<file path="src/hw/rtl/itbd_pkg.sv">
// Shared types, constants and the alphabet lookup for the integer-to-text
// converter. Used by every module of the block; depends on nothing else.
`default_nettype none

package itbd_pkg;

  // Field and storage sizes.
  localparam int VALUE_BITS    = 32;
  localparam int MAX_RADIX     = 32;
  localparam int MIN_RADIX     = 2;
  localparam int RADIX_W       = 6;
  localparam int DIGIT_W       = $clog2(MAX_RADIX);
  localparam int DIVISOR_W     = DIGIT_W + 1;
  localparam int COUNT_W       = $clog2(VALUE_BITS + 1);
  localparam int ADDR_W        = $clog2(VALUE_BITS);
  localparam int CHAR_W        = 8;
  localparam int CFG_W         = 64;
  localparam int CFG_IDX_W     = 3;
  localparam int ALPHA_REGS    = 4;
  localparam int CHARS_PER_REG = CFG_W / CHAR_W;
  localparam int CHAR_SEL_W    = $clog2(CHARS_PER_REG);

  // Quotient bits retired per divider cycle, and cycles per digit.
  localparam int DIV_STEP_BITS = 4;
  localparam int DIV_CYCLES    = VALUE_BITS / DIV_STEP_BITS;
  localparam int DIV_CNT_W     = $clog2(DIV_CYCLES);

  localparam logic [CHAR_W-1:0]  MINUS_CHAR  = 8'h2D;
  localparam logic [RADIX_W-1:0] RADIX_RESET = 6'd10;
  localparam logic [CFG_W-1:0]   CHARS_LOW_RESET = 64'h3736353433323130;

  typedef logic [ALPHA_REGS-1:0][CFG_W-1:0] alphabet_t;

  // Configuration register indexes.
  typedef enum logic [CFG_IDX_W-1:0] {
    CFG_RADIX       = 3'd0,
    CFG_CHARS_LOW   = 3'd1,
    CFG_CHARS_MID   = 3'd2,
    CFG_CHARS_UPPER = 3'd3,
    CFG_CHARS_TOP   = 3'd4
  } cfg_idx_t;

  // Control sequencer states.
  typedef enum logic [2:0] {
    S_IDLE,
    S_DIV,
    S_SIGN,
    S_READ,
    S_SEND
  } state_t;

  // Commands to the divider.
  typedef struct packed {
    logic go;     // start one digit extraction
    logic fresh;  // load a new dividend and divisor instead of the quotient
  } div_ctrl_t;

  // Status from the divider.
  typedef struct packed {
    logic running;
    logic done;      // one-cycle pulse: remainder and quotient are final
    logic quo_zero;  // the quotient left behind is zero
  } div_stat_t;

  // Returns alphabet character idx.
  function automatic logic [CHAR_W-1:0] alpha_char(input alphabet_t a,
                                                   input logic [DIGIT_W-1:0] idx);
    logic [CFG_W-1:0] word;
    word = a[idx[DIGIT_W-1:CHAR_SEL_W]];
    return word[{idx[CHAR_SEL_W-1:0], 3'b000} +: CHAR_W];
  endfunction

endpackage

`default_nettype wire

</file>
<file path="src/hw/rtl/integer_to_base_digits.sv">
// Top level of the integer-to-text converter: configuration registers,
// control sequencer, digit store and character output.
// Depends on itbd_pkg and itbd_divider.
`default_nettype none

// Usage:
// Configuration is written through cfg_write/cfg_index/cfg_data while the
// block is idle: index 0 is the radix, indexes 1 to 4 hold the alphabet,
// eight characters per register, lowest byte first. Other indexes are ignored.
// An item is accepted when start is high and busy is low. Its text leaves
// on character/final_res/bad_radix, one character per cycle in which strobe
// is high, most significant digit first, with final_res on the last one.
// A radix below two gives one result with bad_radix set, and a zero value
// gives one alphabet character; both appear the cycle after acceptance and
// busy stays low.
// Otherwise the divider extracts one digit at a time, retiring 4 quotient
// bits per step and then storing the digit; then a leading minus sign is
// sent for a negative value and each digit is read from the digit store,
// then output. Busy stays high until the last character is issued, so no
// new item is taken meanwhile. The receiver cannot stall the block.
// Reset restores radix 10 and the alphabet "01234567" and returns to idle.

module integer_to_base_digits import itbd_pkg::*; (
  input  logic                  clk,
  input  logic                  rst,
  input  logic                  start,
  output logic                  busy,
  input  logic signed [VALUE_BITS-1:0] value,
  input  logic                  cfg_write,
  input  logic [CFG_IDX_W-1:0]  cfg_index,
  input  logic [CFG_W-1:0]      cfg_data,
  output logic                  strobe,
  output logic [CHAR_W-1:0]     character,
  output logic                  final_res,
  output logic                  bad_radix
);

  logic [RADIX_W-1:0]    radix;
  alphabet_t             digit_chars;
  state_t                state;
  state_t                state_next;
  logic                  neg;
  logic [COUNT_W-1:0]    digit_count;
  logic [DIGIT_W-1:0]    digit_store [VALUE_BITS];
  logic [DIGIT_W-1:0]    rd_data;
  logic [COUNT_W-1:0]    rd_addr;
  logic                  accept;
  logic                  radix_ok;
  logic [RADIX_W-1:0]    radix_eff;
  logic [VALUE_BITS-1:0] mag;
  logic                  mag_zero;
  logic                  last_digit;
  div_ctrl_t             div_ctrl;
  div_stat_t             div_stat;
  logic [DIGIT_W-1:0]    div_rem;
  logic                  strobe_next;
  logic [CHAR_W-1:0]     character_next;
  logic                  final_res_next;
  logic                  bad_radix_next;

  assign busy     = (state != S_IDLE);
  assign accept   = start && !busy;
  assign radix_ok = (radix >= RADIX_W'(MIN_RADIX));
  assign radix_eff = (radix > RADIX_W'(MAX_RADIX)) ? RADIX_W'(MAX_RADIX) : radix;
  assign mag      = value[VALUE_BITS-1] ? (~value + 1'b1) : value;
  assign mag_zero = (mag == '0);
  assign rd_addr  = digit_count - 1'b1;
  // The divider has produced the last digit it can.
  assign last_digit = div_stat.quo_zero || (digit_count == COUNT_W'(VALUE_BITS - 1));

  // Configuration registers.
  always_ff @(posedge clk) begin
    if (rst) begin
      radix       <= RADIX_RESET;
      digit_chars <= {{((ALPHA_REGS - 1) * CFG_W){1'b0}}, CHARS_LOW_RESET};
    end else if (cfg_write) begin
      unique case (cfg_index)
        CFG_RADIX:       radix          <= cfg_data[RADIX_W-1:0];
        CFG_CHARS_LOW:   digit_chars[0] <= cfg_data;
        CFG_CHARS_MID:   digit_chars[1] <= cfg_data;
        CFG_CHARS_UPPER: digit_chars[2] <= cfg_data;
        CFG_CHARS_TOP:   digit_chars[3] <= cfg_data;
        default: ;
      endcase
    end
  end

  // Divider commands: a fresh load when an item that needs dividing is accepted, then one per further digit.
  always_comb begin
    div_ctrl.go    = 1'b0;
    div_ctrl.fresh = (state == S_IDLE);
    if (state == S_IDLE) begin
      div_ctrl.go = accept && radix_ok && !mag_zero;
    end else if (state == S_DIV) begin
      div_ctrl.go = div_stat.done && !last_digit;
    end
  end

  itbd_divider u_divider (
    .clk       (clk),
    .rst       (rst),
    .ctrl      (div_ctrl),
    .dividend  (mag),
    .divisor   (radix_eff),
    .stat      (div_stat),
    .remainder (div_rem)
  );

  // Next state.
  always_comb begin
    state_next = state;
    unique case (state)
      S_IDLE: begin
        if (accept && radix_ok && !mag_zero) state_next = S_DIV;
      end
      S_DIV: begin
        if (div_stat.done && last_digit) state_next = neg ? S_SIGN : S_READ;
      end
      S_SIGN: state_next = S_READ;
      S_READ: state_next = S_SEND;
      S_SEND: begin
        state_next = (digit_count == COUNT_W'(1)) ? S_IDLE : S_READ;
      end
      default: state_next = S_IDLE;
    endcase
  end

  always_ff @(posedge clk) begin
    if (rst) begin
      state <= S_IDLE;
    end else begin
      state <= state_next;
    end
  end

  // Sign and digit count: counts up while digits are stored, down as sent.
  always_ff @(posedge clk) begin
    if (rst) begin
      neg         <= 1'b0;
      digit_count <= '0;
    end else begin
      priority if (state == S_IDLE && accept) begin
        neg         <= value[VALUE_BITS-1];
        digit_count <= '0;
      end else if (state == S_DIV && div_stat.done) begin
        digit_count <= digit_count + 1'b1;
      end else if (state == S_SEND) begin
        digit_count <= digit_count - 1'b1;
      end else begin
        digit_count <= digit_count;
      end
    end
  end

  // Digit store, least significant digit first.
  always_ff @(posedge clk) begin
    if (state == S_DIV && div_stat.done) begin
      digit_store[digit_count[ADDR_W-1:0]] <= div_rem;
    end
    if (state == S_READ) begin
      rd_data <= digit_store[rd_addr[ADDR_W-1:0]];
    end
  end

  // Result values for the next cycle.
  always_comb begin
    strobe_next    = 1'b0;
    character_next = '0;
    final_res_next = 1'b0;
    bad_radix_next = 1'b0;
    unique case (state)
      S_IDLE: begin
        if (accept && !radix_ok) begin
          strobe_next    = 1'b1;
          final_res_next = 1'b1;
          bad_radix_next = 1'b1;
        end else if (accept && mag_zero) begin
          strobe_next    = 1'b1;
          final_res_next = 1'b1;
          character_next = alpha_char(digit_chars, '0);
        end
      end
      S_SIGN: begin
        strobe_next    = 1'b1;
        character_next = MINUS_CHAR;
      end
      S_SEND: begin
        strobe_next    = 1'b1;
        character_next = alpha_char(digit_chars, rd_data);
        final_res_next = (digit_count == COUNT_W'(1));
      end
      default: ;
    endcase
  end

  // Result registers.
  always_ff @(posedge clk) begin
    if (rst) begin
      strobe <= 1'b0;
    end else begin
      strobe <= strobe_next;
    end
    character <= character_next;
    final_res <= final_res_next;
    bad_radix <= bad_radix_next;
  end

  // An item taken with a bad radix answers with an error on the next cycle.
  assert property (@(posedge clk) disable iff (rst)
    accept && !radix_ok |=> strobe && bad_radix && final_res && character == '0)
    else $error("bad radix item did not give an error result");

  // The divider only finishes while the sequencer waits for it.
  assert property (@(posedge clk) disable iff (rst)
    div_stat.done |-> state == S_DIV)
    else $error("divider finished outside the divide state");

  // The digit count never exceeds the value width.
  assert property (@(posedge clk) disable iff (rst)
    digit_count <= COUNT_W'(VALUE_BITS))
    else $error("digit count overflow");

  // Sending the last digit returns the block to idle.
  assert property (@(posedge clk) disable iff (rst)
    state == S_SEND && digit_count == COUNT_W'(1) |=> !busy && strobe && final_res)
    else $error("last digit did not end the conversion");

endmodule

`default_nettype wire

</file>
<file path="src/hw/rtl/itbd_divider.sv">
// Serial divider by the radix: shifts the dividend through a register and
// retires DIV_STEP_BITS quotient bits per cycle into the same register.
// Depends on itbd_pkg.
`default_nettype none

module itbd_divider import itbd_pkg::*; (
  input  logic                  clk,
  input  logic                  rst,
  input  div_ctrl_t             ctrl,
  input  logic [VALUE_BITS-1:0] dividend,
  input  logic [RADIX_W-1:0]    divisor,
  output div_stat_t             stat,
  output logic [DIGIT_W-1:0]    remainder
);

  logic [VALUE_BITS-1:0] quo;
  logic [VALUE_BITS-1:0] quo_next;
  logic [DIGIT_W-1:0]    rem;
  logic [DIGIT_W-1:0]    rem_next;
  logic [DIVISOR_W-1:0]  dvs;
  logic [DIV_CNT_W-1:0]  cnt;
  logic                  running;
  logic                  done;

  // DIV_STEP_BITS restoring division steps on the narrow remainder.
  always_comb begin : step_blk
    logic [DIGIT_W:0] trial;
    logic [DIGIT_W:0] diff;
    logic [DIGIT_W-1:0] r;
    logic [VALUE_BITS-1:0] q;
    r = rem;
    q = quo;
    for (int i = 0; i < DIV_STEP_BITS; i++) begin
      trial = {r, q[VALUE_BITS-1]};
      q     = {q[VALUE_BITS-2:0], 1'b0};
      diff  = trial - dvs;
      if (trial >= dvs) begin
        r    = diff[DIGIT_W-1:0];
        q[0] = 1'b1;
      end else begin
        r = trial[DIGIT_W-1:0];
      end
    end
    rem_next = r;
    quo_next = q;
  end

  // Cycle counter and completion pulse.
  always_ff @(posedge clk) begin
    if (rst) begin
      running <= 1'b0;
      done    <= 1'b0;
      cnt     <= '0;
    end else begin
      done <= 1'b0;
      if (ctrl.go) begin
        running <= 1'b1;
        cnt     <= '0;
      end else if (running) begin
        cnt <= cnt + 1'b1;
        if (cnt == DIV_CNT_W'(DIV_CYCLES - 1)) begin
          running <= 1'b0;
          done    <= 1'b1;
        end
      end
    end
  end

  // Dividend/quotient shift register and partial remainder.
  always_ff @(posedge clk) begin
    if (ctrl.go) begin
      rem <= '0;
      if (ctrl.fresh) begin
        quo <= dividend;
        dvs <= divisor[DIVISOR_W-1:0];
      end
    end else if (running) begin
      rem <= rem_next;
      quo <= quo_next;
    end
  end

  assign stat.running  = running;
  assign stat.done     = done;
  assign stat.quo_zero = (quo == '0);
  assign remainder     = rem;

endmodule

`default_nettype wire
</file>
<file path="config.mk">
export PLATFORM = sky130hd
export DESIGN_NAME = integer_to_base_digits
export DESIGN_NICKNAME = d
export VERILOG_FILES = /design/src/hw/rtl/itbd_pkg.sv /design/src/hw/rtl/integer_to_base_digits.sv /design/src/hw/rtl/itbd_divider.sv
export SDC_FILE = /design/constraint.sdc
export NUM_CORES = 1
export LEC_CHECK = 0
export BUFFER_PORTS_ARGS = -buffer_cell sky130_fd_sc_hd__buf_2
export CAP_MARGIN = 20
export CORE_ASPECT_RATIO = 1.4
export CORE_MARGIN = 4
export CORE_UTILIZATION = 45
export CTS_CLUSTER_SIZE = 14
export DETAILED_ROUTE_END_ITERATION = 12
export PLACE_DENSITY = 0.7
export SETUP_SLACK_MARGIN = 0.4
export SLEW_MARGIN = 5
export SYNTH_ARGS = -nofsm -noshare
export SYNTH_HDL_FRONTEND = slang
export SYNTH_SLANG_ARGS = --single-unit
</file>
<file path="constraint.sdc">
create_clock -name clk -period 7.5 [get_ports clk]
set_input_delay 1.5 -clock clk [delete_from_list [all_inputs] [get_ports clk]]
set_output_delay 1.5 -clock clk [all_outputs]
set_load 0.01 [all_outputs]
</file>
==> results.txt <==
Worst-path fanout max - 8
CP delay by family, top - compound AO/OA/AOI/OAI gates
Initial antenna violation count - 13
DRC viols - 0
Min-Delay Path Depth - 2
Total leakage power - 8.82 nW
VDD IR max - 202 uV
DRT Wirelength - 59100 microns
Clk slew on worst S/H paths - 0.06 ns
Syn avg cell area - 10.8 sq um
Max cap viols - 0
Max-slew violations - 0
Clock latency on the worst-skew pair - 0.57 ns
Total Die Area - 54300 sq um
Post-synthesis cell count - 2107
TritonCTS clock tree - done
Total GRT Usage - 21.4%
TritonCTS Sinks - 496
Register area - 12000 sq um
Share of cells above drive strength 1 - 20.1%
Reg2Reg Setup Slack - 0.83 ns
Slew headroom - 26.0%
Cells after DPL - 2743
WHS Endpoint - digit_chars[129]$_SDFFE_PP0P_
Status - completed
I/O pins - 115
#FFs+latches synth - 496
RSZ-0062 raised after global routing - false
Synth async-reset ratio - 0%
Top FF cell, synth - dfxtp_1
Bufs and invs on worst path - 6
Pin count of the biggest net entering global routing - 119
Met1 WL - 22800 microns
Crit Reg-Reg Startpoint - u_divider.quo[31]$_DFFE_PP_
First-pass GRT wire length - 92000 microns
Synth unique cells - 69
Core area - 50000 sq um
Fmax achieved - 150 MHz
DR top layer - met5
WL met3 - 3530 microns
Synth warn - 0
Reg2Reg Depth - 33
Inserted Clock Buffers - 46
Hold Crit Class - reg -> reg
Pwr per Cell Area - 273 nW/um^2
Final instance count without filler cells - 2849
EDFF count, synth - 203
GPL Wtd Cong - 0.823
Worst Skew - 0.0239 ns
Syn_nets - 2246
FF-to-FF End - u_divider.remainder[4]$_SDFFE_PP0P_
Routed vias/inst - 5.68
Routed WL per cell - 20.7 microns
Sequential fraction of the synthesis area - 52.5%
Worst slew pin tran - 1.10 ns
Antenna Nets Post-Route - 0
Hold Startpoint - digit_chars[129]$_SDFFE_PP0P_
Final Cell Area - 25500 sq um
H-tree lvl count - 2
Starting DRT DRC Count - 1335
Share of the clock period used by the worst path - 89.0%
Detailed Place HPWL - 38000 microns
Multi-input combinational cell area - 10200 sq um
Die width - 198 microns
Post-Place Cell Area - 23800 sq um
CP max stage cell - fa_1
Met2 Wirelength - 31300 microns
Startpoint types - flip-flop
Final setup viols - 0
Remaining global-route overflow - 0
Via count - 16.2k
Area Growth Syn to Fin - 12.2%
Final min period - 6.67 ns
Most frequent cells in the layout - nand2_1 (561), dfxtp_1 (292), a21oi_1 (254)
CP required - 7.98 ns
Fillers - 4425
Fin nets - 2300
Starting Density - 45.5%
Vias in the first global route - 16.1k
Critical path class - reg -> reg
Port Buf Inserts - 114
Mapped Area - 22800 sq um
Final setup TNS - 0 ns
WP data arrival - 7.15 ns
Most common cell after layout, fill and taps aside - nand2_1
Die height - 274 microns
Rows - 97
CP peak stage delay - 0.44 ns
TritonRoute pass-1 iters - 6
Crit path capture type - flip-flop
CTS root buf - clkbuf_16
CTS max path bufs - 3
Final Hold Viols - 0
[synthesized netlist by cell type (6+ instances only)]
cell type    n  area [sq um]
inv_1       33           124
mux2_2      21           236
nand3b_1    34           255
mux2_4      21           315
nand2_1    561          2110
o21ai_0     27           135
nand3_1     14          70.1
mux2i_1     19           190
a211oi_1     6          45.0
a21oi_1    256          1280
and3_1       6          37.5
nor3_1      18          90.1
nand4_1      6          37.5
edfxtp_1   203          6100
ha_1        32           400
or4_1        9          67.6
mux4_2     130          2930
nor4_1      17           106
nand2b_1     7          43.8
or3_1       14          87.6
buf_1       14          52.6
xor2_1      13           114
nor2_1      73           274
dfxtp_1    293          5870
nor2b_1     16           100
xnor2_1     34           298
clkbuf_1   128           480
[where the power goes]
group / total, mW / leakage, nW / switching, mW / internal [mW]
registers: 3.06 / 4.25 / 0.0566 / 3.01
clock network: 2.34 / 0.758 / 1.01 / 1.33
logic: 1.58 / 3.81 / 0.861 / 0.720
total: 6.98 / 8.82 / 1.93 / 5.05
[routing by layer]
metal	up-vias	global-route usage [%]
met4	8	5.73
met2	500	37.9
met1	7940	27.4
li1	7638	-
met5	-	0
met3	96	3.16
[state kept, by name, indices dropped and copies added, names as in the netlist, 6 cells and up]
register       flops
u_divider.quo     32
u_divider.dvs      6
digit_count        6
digit_store      160
radix              6
digit_chars      256
character          8
[layout make-up]
cell class	count	share of cell area, %
flip-flops and latches	496	46.8
multi-input cells	1428	39.8
clock buffers	70	5.46
repair buffers	156	3.66
well taps	643	3.15
inverters	33	0.500
clock inverters	16	0.490
diodes	7	0.0686
[timing repair]
item	4_1_cts	5_1_grt
gates resized for setup	1	18
pin swaps	1	4
setup buffers	0	10
hold buffers	0	0
endpoints found under the setup margin	4	6
[logic make-up after synthesis]
family	Yosys count	synth area share, %
and+or+nand+nor	797	15.2
DFF	496	52.5
AOI/OAI and AO/OA	357	8.95
muxes	191	16.1
buffers and inverters	183	3.32
xor gates and xnor gates	47	1.81
adders and majority gates	36	2.11
[worst max path at each step]
stage                     cells past startpoint                           startpoint                             endpoint  slack, ns
after floorplan                              25  u_divider.remainder[1]$_SDFFE_PP0P_  u_divider.remainder[4]$_SDFFE_PP0P_       0.45
after global placement                       29       u_divider.dvs[1]$_SDFFCE_PN0P_  u_divider.remainder[3]$_SDFFE_PP0P_       0.37
after detailed placement                     30       u_divider.dvs[1]$_SDFFCE_PN0P_  u_divider.remainder[3]$_SDFFE_PP0P_       0.34
after CTS                                    28       u_divider.dvs[1]$_SDFFCE_PN0P_  u_divider.remainder[3]$_SDFFE_PP0P_       0.45
after global routing                         34          u_divider.quo[31]$_DFFE_PP_  u_divider.remainder[3]$_SDFFE_PP0P_       0.39
final                                        33          u_divider.quo[31]$_DFFE_PP_  u_divider.remainder[4]$_SDFFE_PP0P_       0.83
[stage by stage]
step           setup slack (ns)  power (mW)  hold slack (ns)  util [%]
2_1_floorplan             0.453        4.11            0.432         -
3_3_place_gp              0.366        4.50            0.438      47.6
3_5_place_dp              0.336        4.53            0.444      47.6
4_1_cts                   0.445        6.88            0.453      50.6
5_1_grt                   0.386        7.31            0.470      51.1
6_report                  0.825        6.98            0.449      51.1
[worst register-to-register path: cells and delay by family, from the launching register on]
kind            cells  cell delay (ns)
mux                 2             0.53
simple gates        3             0.35
buf+inv             6             0.73
compound gates     17             3.01
flops               1             0.43
fa+ha+maj           5             1.56
(Power assumes the default switching activity.)
